$ cat config.mk
export PLATFORM = sky130hd
export DESIGN_NAME = rle_sprite_blitter
export DESIGN_NICKNAME = d
export VERILOG_FILES = /design/src/hw/rtl/rsb_pkg.sv /design/src/hw/rtl/rsb_color_table.sv /design/src/hw/rtl/rsb_decoder.sv /design/src/hw/rtl/rsb_write_seq.sv /design/src/hw/rtl/rle_sprite_blitter.sv
export SDC_FILE = /design/constraint.sdc
export NUM_CORES = 2
export LEC_CHECK = 0
export BUFFER_PORTS_ARGS = -buffer_cell sky130_fd_sc_hd__buf_2
export CAP_MARGIN = 0
export CORE_MARGIN = 5
export CORE_UTILIZATION = 50
export CTS_CLUSTER_SIZE = 40
export DETAILED_ROUTE_END_ITERATION = 10
export PLACE_DENSITY = 0.77
export RECOVER_POWER = 100
export SLEW_MARGIN = 10
export SYNTH_ARGS = -nofsm -noshare
export SYNTH_HDL_FRONTEND = slang
export SYNTH_SLANG_ARGS = --single-unit
$ cat constraint.sdc
create_clock -name clk -period 5 [get_ports clk]
set_input_delay 0.5 -clock clk [delete_from_list [all_inputs] [get_ports clk]]
set_output_delay 0.5 -clock clk [all_outputs]
set_load 0.02 [all_outputs]
$ cat src/hw/rtl/rsb_pkg.sv
// shared types, constants and codes for the rle sprite blitter
package rsb_pkg;

  localparam int ADDR_BITS        = 20;
  localparam int BUFFER_ROW_PITCH = 768;
  localparam int WIDTH_BITS       = 10;
  localparam int RUN_BITS         = 7;
  localparam int CFG_DATA_BITS    = (ADDR_BITS > WIDTH_BITS) ? ADDR_BITS : WIDTH_BITS;
  localparam int CFG_INDEX_BITS   = 3;

  // input commands
  typedef enum logic [1:0] {
    CMD_START  = 2'd0,
    CMD_STREAM = 2'd1,
    CMD_LOAD   = 2'd2
  } cmd_t;

  // draw modes
  typedef enum logic [1:0] {
    MODE_COPY      = 2'd0,
    MODE_TRANSLATE = 2'd1,
    MODE_STIPPLE   = 2'd2,
    MODE_OUTLINE   = 2'd3
  } draw_mode_t;

  // configuration register indexes
  localparam logic [CFG_INDEX_BITS-1:0] CFG_START_ADDRESS = 3'd0;
  localparam logic [CFG_INDEX_BITS-1:0] CFG_SPRITE_WIDTH  = 3'd1;
  localparam logic [CFG_INDEX_BITS-1:0] CFG_DRAW_MODE     = 3'd2;
  localparam logic [CFG_INDEX_BITS-1:0] CFG_OUTLINE_COLOR = 3'd3;
  localparam logic [CFG_INDEX_BITS-1:0] CFG_CLIP_LOW      = 3'd4;
  localparam logic [CFG_INDEX_BITS-1:0] CFG_CLIP_HIGH     = 3'd5;

  // configuration register file contents
  typedef struct packed {
    logic [ADDR_BITS-1:0]  start_address;
    logic [WIDTH_BITS-1:0] sprite_width;
    draw_mode_t            draw_mode;
    logic [7:0]            outline_color;
    logic [ADDR_BITS-1:0]  clip_low;
    logic [ADDR_BITS-1:0]  clip_high;
  } cfg_t;

  // write set handed from the decoder to the write sequencer
  typedef struct packed {
    logic                 valid;
    logic                 outline;
    logic                 use_table;
    logic [ADDR_BITS-1:0] addr;
    logic [7:0]           value;
  } wr_req_t;

endpackage

$ cat src/hw/rtl/rsb_color_table.sv
// 256-entry color table with one write port and a registered read port
module rsb_color_table
  import rsb_pkg::*;
(
  input  logic       clk,
  input  logic       wr_en,
  input  logic [7:0] wr_index,
  input  logic [7:0] wr_data,
  input  logic       rd_en,
  input  logic [7:0] rd_index,
  output logic [7:0] rd_data
);

  logic [7:0] mem [256];

  // write port
  always_ff @(posedge clk) begin
    if (wr_en) begin
      mem[wr_index] <= wr_data;
    end
  end

  // registered read, held between reads
  always_ff @(posedge clk) begin
    if (rd_en) begin
      rd_data <= mem[rd_index];
    end
  end

endmodule

$ cat src/hw/rtl/rsb_decoder.sv
// run-length stream decoder: walk state and per-item write set
module rsb_decoder
  import rsb_pkg::*;
(
  input  logic       clk,
  input  logic       rst,
  input  cfg_t       cfg,
  input  logic       take,
  input  logic [1:0] cmd,
  input  logic [7:0] data_byte,
  output wr_req_t    req,
  output logic       is_stream,
  output logic       is_load
);

  logic [ADDR_BITS-1:0]  current_address, current_address_next;
  logic [WIDTH_BITS-1:0] row_remaining, row_remaining_next;
  logic [RUN_BITS-1:0]   run_remaining, run_remaining_next;
  logic                  run_visible, run_visible_next;
  logic                  stipple_parity, stipple_parity_next;

  logic [ADDR_BITS-1:0]  row_back;
  logic [ADDR_BITS-1:0]  addr_step;
  logic [7:0]            take_amt;
  logic [WIDTH_BITS-1:0] row_left;
  logic                  in_clip;

  // saturating take of pixels from the row budget
  function automatic logic [WIDTH_BITS-1:0] row_take(input logic [WIDTH_BITS-1:0] row,
                                                     input logic [7:0] n);
    logic [WIDTH_BITS-1:0] n_ext;
    n_ext = WIDTH_BITS'(n);
    if (n_ext >= row) return '0;
    return row - n_ext;
  endfunction

  assign is_stream = (cmd == CMD_STREAM);
  assign is_load   = (cmd == CMD_LOAD);

  // shared row-end step back and header arithmetic
  assign row_back = ADDR_BITS'(BUFFER_ROW_PITCH) + ADDR_BITS'(cfg.sprite_width);
  assign take_amt = data_byte[7] ? (8'd0 - data_byte) : data_byte;
  assign row_left = row_take(row_remaining, take_amt);
  assign in_clip  = (current_address >= cfg.clip_low) && (current_address < cfg.clip_high);
  assign addr_step = (run_remaining != '0) ? (current_address + ADDR_BITS'(1))
                   : data_byte[7]          ? (current_address + ADDR_BITS'(take_amt))
                   :                         current_address;

  // next state and write set
  always_comb begin
    current_address_next = current_address;
    row_remaining_next   = row_remaining;
    run_remaining_next   = run_remaining;
    run_visible_next     = run_visible;
    stipple_parity_next  = stipple_parity;
    req.valid     = 1'b0;
    req.outline   = 1'b0;
    req.use_table = 1'b0;
    req.addr      = current_address;
    req.value     = data_byte;
    case (cmd)
      CMD_START: begin
        current_address_next = cfg.start_address;
        row_remaining_next   = cfg.sprite_width;
        run_remaining_next   = '0;
        run_visible_next     = 1'b0;
        stipple_parity_next  = cfg.start_address[0];
      end
      CMD_STREAM: begin
        if (run_remaining != '0) begin
          // pixel byte of a literal run
          if (run_visible) begin
            case (cfg.draw_mode)
              MODE_COPY: req.valid = 1'b1;
              MODE_TRANSLATE: begin
                req.valid     = 1'b1;
                req.use_table = 1'b1;
              end
              MODE_STIPPLE: begin
                req.valid     = (current_address[0] != stipple_parity);
                req.use_table = 1'b1;
              end
              MODE_OUTLINE: begin
                req.valid   = (data_byte != 8'd0);
                req.outline = 1'b1;
                req.value   = cfg.outline_color;
              end
              default: req.valid = 1'b0;
            endcase
          end
          run_remaining_next = run_remaining - RUN_BITS'(1);
          if (run_remaining == RUN_BITS'(1) && row_remaining == '0) begin
            current_address_next = addr_step - row_back;
            row_remaining_next   = cfg.sprite_width;
            stipple_parity_next  = ~stipple_parity;
          end else begin
            current_address_next = addr_step;
          end
        end else begin
          // run header: skip or literal
          if (!data_byte[7]) begin
            run_remaining_next = data_byte[RUN_BITS-1:0];
            run_visible_next   = (cfg.draw_mode == MODE_STIPPLE ||
                                  cfg.draw_mode == MODE_OUTLINE) ? 1'b1 : in_clip;
          end
          if (row_left == '0 && (data_byte[7] || data_byte == 8'd0)) begin
            current_address_next = addr_step - row_back;
            row_remaining_next   = cfg.sprite_width;
            stipple_parity_next  = ~stipple_parity;
          end else begin
            current_address_next = addr_step;
            row_remaining_next   = row_left;
          end
        end
      end
      default: begin
        // table loads and unknown commands leave the walk alone
      end
    endcase
  end

  // walk state registers
  always_ff @(posedge clk) begin
    if (rst) begin
      current_address <= '0;
      row_remaining   <= '0;
      run_remaining   <= '0;
      run_visible     <= 1'b0;
      stipple_parity  <= 1'b0;
    end else if (take) begin
      current_address <= current_address_next;
      row_remaining   <= row_remaining_next;
      run_remaining   <= run_remaining_next;
      run_visible     <= run_visible_next;
      stipple_parity  <= stipple_parity_next;
    end
  end

endmodule

$ cat src/hw/rtl/rsb_write_seq.sv
// output register that plays out zero, one or four pixel writes per item
module rsb_write_seq
  import rsb_pkg::*;
(
  input  logic                 clk,
  input  logic                 rst,
  input  logic                 take,
  input  wr_req_t              req,
  input  logic [7:0]           table_data,
  output logic                 accept_ok,
  output logic                 pix_valid,
  input  logic                 pix_ready,
  output logic [ADDR_BITS-1:0] write_address,
  output logic [7:0]           pixel_value,
  output logic                 last
);

  logic [2:0]           count;
  logic [1:0]           step;
  logic                 outline;
  logic                 use_table;
  logic [ADDR_BITS-1:0] base_addr;
  logic [7:0]           value;
  logic [ADDR_BITS-1:0] offset;
  logic                 pix_xfer;

  assign pix_valid = (count != 3'd0);
  assign pix_xfer  = pix_valid && pix_ready;
  assign last      = (count == 3'd1);
  // room for a new item when nothing is pending or the last pending write ends in this cycle
  assign accept_ok = (count == 3'd0) || (last && pix_ready);

  // neighbor offset for outline writes
  always_comb begin
    case (step)
      2'd0:    offset = ADDR_BITS'(0) - ADDR_BITS'(BUFFER_ROW_PITCH);
      2'd1:    offset = ADDR_BITS'(0) - ADDR_BITS'(1);
      2'd2:    offset = ADDR_BITS'(1);
      default: offset = ADDR_BITS'(BUFFER_ROW_PITCH);
    endcase
  end

  assign write_address = outline ? (base_addr + offset) : base_addr;
  assign pixel_value   = use_table ? table_data : value;

  // write counter
  always_ff @(posedge clk) begin
    if (rst) begin
      count <= 3'd0;
      step  <= 2'd0;
    end else if (take) begin
      count <= req.valid ? (req.outline ? 3'd4 : 3'd1) : 3'd0;
      step  <= 2'd0;
    end else if (pix_xfer) begin
      count <= count - 3'd1;
      step  <= step + 2'd1;
    end
  end

  // write set payload
  always_ff @(posedge clk) begin
    if (take && req.valid) begin
      outline   <= req.outline;
      use_table <= req.use_table;
      base_addr <= req.addr;
      value     <= req.value;
    end
  end

endmodule

$ cat src/hw/rtl/rle_sprite_blitter.sv
// rle sprite blitter top level: config registers, decoder, color table, write sequencer
// Output: the first write of an item is offered in the cycle after its transfer.
// Throughput: one item per cycle in copy, translate and stippled modes when the output
// does not stall; an opaque pixel in outline mode holds the input while the write
// sequencer plays out its four neighbor writes, plus any output stall.
// Reset: synchronous; clears walk state, pending writes and config to defaults;
// the color table is not cleared and holds garbage until loaded.
module rle_sprite_blitter
  import rsb_pkg::*;
(
  input  logic                      clk,
  input  logic                      rst,
  input  logic                      cfg_write,
  input  logic [CFG_INDEX_BITS-1:0] cfg_index,
  input  logic [CFG_DATA_BITS-1:0]  cfg_data,
  input  logic                      item_valid,
  output logic                      item_ready,
  input  logic [1:0]                cmd,
  input  logic [7:0]                data_byte,
  input  logic [7:0]                table_index,
  output logic                      pix_valid,
  input  logic                      pix_ready,
  output logic [ADDR_BITS-1:0]      write_address,
  output logic [7:0]                pixel_value,
  output logic                      last
);

  cfg_t       cfg;
  wr_req_t    req;
  logic       take;
  logic       is_stream;
  logic       is_load;
  logic [7:0] table_data;

  assign take = item_valid && item_ready;

  // configuration registers
  always_ff @(posedge clk) begin
    if (rst) begin
      cfg.start_address <= '0;
      cfg.sprite_width  <= WIDTH_BITS'(1);
      cfg.draw_mode     <= MODE_COPY;
      cfg.outline_color <= '0;
      cfg.clip_low      <= '0;
      cfg.clip_high     <= '1;
    end else if (cfg_write) begin
      case (cfg_index)
        CFG_START_ADDRESS: cfg.start_address <= cfg_data[ADDR_BITS-1:0];
        CFG_SPRITE_WIDTH:  cfg.sprite_width  <= cfg_data[WIDTH_BITS-1:0];
        CFG_DRAW_MODE:     cfg.draw_mode     <= draw_mode_t'(cfg_data[1:0]);
        CFG_OUTLINE_COLOR: cfg.outline_color <= cfg_data[7:0];
        CFG_CLIP_LOW:      cfg.clip_low      <= cfg_data[ADDR_BITS-1:0];
        CFG_CLIP_HIGH:     cfg.clip_high     <= cfg_data[ADDR_BITS-1:0];
        default: begin
        end
      endcase
    end
  end

  rsb_decoder u_decoder (
    .clk       (clk),
    .rst       (rst),
    .cfg       (cfg),
    .take      (take),
    .cmd       (cmd),
    .data_byte (data_byte),
    .req       (req),
    .is_stream (is_stream),
    .is_load   (is_load)
  );

  rsb_color_table u_table (
    .clk      (clk),
    .wr_en    (take && is_load),
    .wr_index (table_index),
    .wr_data  (data_byte),
    .rd_en    (take && is_stream),
    .rd_index (data_byte),
    .rd_data  (table_data)
  );

  rsb_write_seq u_seq (
    .clk           (clk),
    .rst           (rst),
    .take          (take),
    .req           (req),
    .table_data    (table_data),
    .accept_ok     (item_ready),
    .pix_valid     (pix_valid),
    .pix_ready     (pix_ready),
    .write_address (write_address),
    .pixel_value   (pixel_value),
    .last          (last)
  );

endmodule

Word level (Yosys, flattened, before mapping)
Memory sizes are Yosys's and may differ from the RTL's. A register that Yosys moved wholly into a read port is not among the register bits. Index checks and enable logic that the tools add are counted.

Input port bits: 46. Register bits after elaboration: 154. Memories: 1. Logic and storage cells: 136. Memory bits (writable): 2048. Output and inout port bits: 31.

Magnitude comparators: 3. Reductions and logical operators: 40. Equal/unequal tests: 20. Add/sub/neg operators: 10. Mux-type cells: 44. Bitwise operators: 1.

Memories: u_table.mem (words 256, width 8, read ports 1, clocked after memory_dff 1, write ports 1, RTL line rsb_color_table.sv:14) `logic [7:0] mem [256];`.

Operators by type and width (number): 2-to-1 mux 20 bit (6); one-hot mux 20 bit (3 select lines) (1); 2-to-1 mux 10 bit (5); 2-to-1 mux 8 bit (6); one-hot mux 20 bit (2 select lines) (1); 2-to-1 mux 3 bit (7); adder 20 x 1 -> 20 bit (second input constant) (1); adder 20 bit (1); adder 20 x 8 -> 20 bit (1); >= comparator 20 bit (1); zero test 10 bit (2); < comparator 20 bit (1); one-hot mux 10 bit (2 select lines) (1); subtractor 20 bit (1); 2-to-1 mux 7 bit (2); one-hot mux 7 bit (2 select lines) (1); AND reduction 2 bit (7); adder 10 x 10 -> 11 bit (first input constant) (1); 2-to-1 mux 1 bit (11); >= comparator 8 x 10 -> 1 bit (1); subtractor 10 x 8 -> 10 bit (1); logical AND 1 bit (9); AND reduction 3 bit (3); equality test 2 bit (second input constant) (4); other kinds (27) (43).

Depth between registers and ports, before layout
Depth after elaboration: 10. Depth in mapped cells: 26. Mapped depth without buffers: 22.

Hierarchy
A second synthesis with hierarchy kept.

Cells, all modules: 5126. Area, all modules: 91582.8 um2.

By module, submodules not included: rsb_color_table (instances 1, area an instance 79636.4 um2, sequential area each 61739.2 um2, cells an instance 3733); rsb_decoder (instances 1, area an instance 5836.8 um2, sequential area each 780.7 um2, cells an instance 786); rle_sprite_blitter (instances 1, area an instance 3290.7 um2, sequential area each 1601.5 um2, cells an instance 315); rsb_write_seq (instances 1, area an instance 2819.0 um2, sequential area each 1001.0 um2, cells an instance 292).

Worst setup path before layout
OpenSTA, ideal clock, no wires.

Path kind: in2reg. Start: input data_byte[0]. End: register u_decoder.current_address[12]. Required time: 4.904 ns. Buffers on the path: 4. Setup slack: -0.379 ns. Stages: 23. Data arrival time: 5.283 ns. Library setup time: 0.096 ns. Cells stage by stage: clkbuf_1 > buf_2 > buf_1 > clkbuf_1 > inv_1 > ha_1 > nand2b_1 > o21ai_0 > xnor2_1 > ha_1 > o211ai_1 > a21oi_1 > or4b_2 > nand2_1 > nand2_1 > nand3_1 > xnor2_1 > ha_1 > a221oi_4 > o211ai_1 > nor2b_1 > nor3_1 > o41ai_2.

Longest elaborated chain between the ends: 10. Elaborated cells on any way between the ends: 18. Those cells by class: 4 x add/sub; 1 x order compare; 9 x mux; 4 x reduce/logical.

RTL lines: start, declared (RTL line rle_sprite_blitter.sv:19) `input logic [7:0] data_byte,`; parallel branches: the longest is 8 deep, another holds adder 20 x 8 -> 20 bit; 2-to-1 mux 20 bit * (RTL line rsb_decoder.sv:70) `if (run_remaining != '0) begin`; one-hot mux 20 bit (2 select lines) * (RTL line rsb_decoder.sv:61) `case (cmd)`; end signal, assigned (RTL line rsb_decoder.sv:131) `current_address <= current_address_next;`; end, declared (RTL line rsb_decoder.sv:16) `logic [ADDR_BITS-1:0] current_address, current_address_next;`.

Every way passes the cells marked *. A chain may end at the register's enable or synchronous reset.

Worst setup path after layout
Start: input data_byte[7]. End: register u_seq.base_addr[6] (enable).

Longest elaborated chain between the ends: 6.

RTL lines: nonzero test 8 bit (RTL line rsb_decoder.sv:84) `req.valid = (data_byte != 8'd0);`; one-hot mux 1 bit (3 select lines) (RTL line rsb_decoder.sv:73) `case (cfg.draw_mode)`; 2-to-1 mux 3 bit (RTL line rsb_decoder.sv:72) `if (run_visible) begin`; 2-to-1 mux 3 bit (RTL line rsb_decoder.sv:70); 2-to-1 mux 3 bit (RTL line rsb_decoder.sv:61); logical AND 1 bit (RTL line rsb_write_seq.sv:62) `if (take && req.valid) begin`; end signal, assigned (RTL line rsb_write_seq.sv:65) `base_addr <= req.addr;`; end, declared (RTL line rsb_write_seq.sv:22) `logic [ADDR_BITS-1:0] base_addr;`.

Every way passes these cells.

==> results.cfg <==
[outcome]
status = finished with violations
violations = max-capacitance violations, max-slew violations

[setup_path]
crit_path_start = data_byte[7]
r2r_end = u_decoder.current_address[8]
critical_path_arrival_ps = 5420
crit_path_end_kind = flip-flop
path_class = in -> reg
rr_startpoint = u_decoder.run_remaining[0]
ff2ff_setup_slack_ps = 440
worstPathRequired_ps = 5480
r2r.worst_path.cells = 17
critPathMaxFanout = 39
cp-start-kind = input port
cp-endpoint = u_seq.base_addr[6]

[synth]
synthMostInstantiatedCell = edfxtp_1
avgSynthCellArea_um2 = 19.3
yosys.area.top_type = edfxtp_1
synth.top_cells.by_area = edfxtp_1 70%, mux4_2 16%, dfxtp_1 2.8%
synth-main-ff-cell = edfxtp_1
ys_warn_count = 0
synthesis.instances = 4671
synth_seq_area_share_pct = 72.4
netlist_top_cells_count = 2,086 x edfxtp_1, 627 x mux4_2, 342 x nor2_1
ys_async_sr_fraction_pct = 0
synth_nets = 4820
synth_cell_types = 80
synth_seq_cells = 2210
synth_top_area_share_pct = 69.7
synth-edff-count = 2086
syn_area_um2 = 89900

[clock_network]
clock_path_buffers = 3
worstSkewPairLatency_ps = 830
tritoncts = done
clkSinkCount = 2210
htree_levels = 4
cts_buffers = 208
cts_root_buffer = clkbuf_16
clkTransAtPathRegs_ps = 60

[job]
maxCapViolations = 15

[final_layout]
syn_to_final_growth_pct = 11.4
utilization_pct = 56.1
stdcell_area_um2 = 100000
finalNetCount = 4986
seqCellArea_um2 = 65100
fillers = 12664
multi_input_area_um2 = 23500
instances_no_fill = 7365
drive_above_1_share_pct = 23.6

[power_and_ir_drop]
p_leak_nw = 31.6
intPower_mw = 30.6
power.net_switching_mw = 9.64
peakVddDrop_v = 0.000286
power_density_nw_per_um2 = 402
switching_share_pct = 23.9
p_total_mw = 40.3
share_comb_of_total_power_pct = 10.7
clkPwrFrac_pct = 38.5
p_seq_share_pct = 50.8

[timing]
fin_crit_sh_pct = 98.6
hold_violations = 0
fin_worst_skew_ps = 49.3
slew_violations = 850
fmax_mhz = 203
worstMarginPinSlew_ps = 3230
relSlewSlack_pct = -116
fin_ws_ps = 68.0
grt_setup_unrepaired = yes
setup_viol = 0
min_period_ps = 4930

[global_route]
overflow = 0
grt_pass1_wl_um = 312000
grt_pass1_vias = 46488
grt_use_total_pct = 22.4
grt_max_degree = 178
antenna_found_initial = 14

[drt]
remaining_drc_errors = 0
routed_wl_um = 211000
avgViaCountPerCell = 6.35
drt_iter0_drc = 6338
wl_per_cell_um = 28.7
drt-pass1-iter-count = 5
vias = 46761
antenna_left = 0

[placement]
placed_area_um2 = 93400
place_ws_ps = 138
io_buffers = 76
hpwl_um = 126000
numPlacedInstances = 6955
gp_congestion = 0.891

[floorplan]
die_area_um2 = 188000
io_pins = 77
core-area_um2 = 179000
placement_rows = 155
initial_core_util_pct = 50.3
die_h_um = 434
die_x_um = 434

[worst_hold_path]
hold_class = in -> reg
kinds of logic (layout without fill, tap and decap cells):
logic type | Yosys count | count (layout) | synth area share, %
flip-flops | 2210 | 2210 | 72.4
AND/OR/NAND/NOR | 785 | 785 | 3.81
multiplexers | 740 | 740 | 17.1
AO/OA/AOI/OAI | 428 | 428 | 3.15
buffers and inverters | 344 | 677 | 1.50
adder cells (fa/ha/maj) | 103 | 103 | 1.47
XOR/XNOR | 61 | 61 | 0.594
other | 0 | 6 | 0
worst max-delay path, cell delays in order:
cell and delay (ps):
buf_8 150, clkbuf_1 830, clkbuf_1 1440, or2_0 1120, o21ai_0 430, a21oi_4 490, buf_4 370
routing by layer:
| metal | part of all wire, % | GRT usage (%) |
|---|---|---|
| met3 | 11 | 4.58 |
| met5 | 0.015 | 0 |
| met4 | 3.6 | 7.90 |
| met1 | 38 | 32.1 |
| met2 | 48 | 34.7 |
power groups by stage:
stage                     sequential (mW)  combinational, mW  clock, mW
after global placement               20.9               4.13          0
after global routing                 20.5               4.64       16.5
final                                20.5               4.31       15.5
after detailed placement             20.9               4.22          0
after floorplan                      20.8               2.82          0
after CTS                            20.5               4.28       15.6
stage by stage:
stage	hold WS [ps]	TNS [ps]
3_3_place_gp	440	0
2_1_floorplan	432	0
3_5_place_dp	447	0
6_report	74.0	0
4_1_cts	15.8	-10.9
5_1_grt	56.7	-474
area by class of cell:
class	count	area share (%)
inverters	93	0.348
multi-input cells	2117	23.5
clock inverters	120	1.22
well taps	2355	2.94
repair buffers	207	1.54
clock buffers	257	5.44
diodes	6	0.0150
flip-flops and latches	2210	65.0
worst min-delay path by stage:
stage,start,to,slack (ps),depth (start not counted)
6_report,pix_ready,u_seq.count[2],70,4
5_1_grt,pix_ready,u_seq.count[2],60,4
4_1_cts,pix_ready,u_seq.count[2],20,4
3_5_place_dp,cfg[34],cfg[34],450,2
3_3_place_gp,cfg[70],cfg[70],440,2
2_1_floorplan,cfg[73],cfg[73],430,2
flip-flops by register name, summed over array words and instances (netlist names):
name / flops
cfg: 80
u_decoder.current_address: 20
u_decoder.row_remaining: 10
u_decoder.run_remaining: 7
u_decoder.run_visible: 1
u_decoder.stipple_parity: 1
u_seq.base_addr: 20
u_seq.count: 3
u_seq.outline: 1
u_seq.step: 2
u_seq.use_table: 1
u_seq.value: 8
u_table.mem: 2048
u_table.rd_data: 8
cell usage in the layout (no fill, tap or decap), types with 8 or more instances in the layout:
master         count
buf_12            16
nor3_1            23
nand3_1           38
a211oi_1          29
o211ai_1          31
dlygate4sd3_1     24
buf_2             59
nand4_1           10
bufinv_16         16
o41ai_1            8
nand2_1          243
edfxtp_1        2086
mux2i_1           44
dfxtp_1          123
and3_1            13
ha_1              97
nand2b_1          24
clkinv_1          40
a21o_1            32
buf_4             61
a22oi_1           15
o22ai_1           11
a21oi_1          145
a31o_2            14
o21bai_1          12
clkbuf_1          84
clkinv_2          44
nor2_1           340
mux4_2           627
xnor2_1           42
clkbuf_16        211
o21ai_0           54
nor2b_1           34
mux2_2            64
inv_1             92
xor2_1            19
what timing repair did:
action                     4_1_cts  5_1_grt
hold endpoints to repair        82        0
pin swaps                        1        7
hold buffers                    24        0
resized for setup                3       11
setup endpoints to repair        4        7
setup buffers                    0        3
Power figures use the tool's default switching activity.
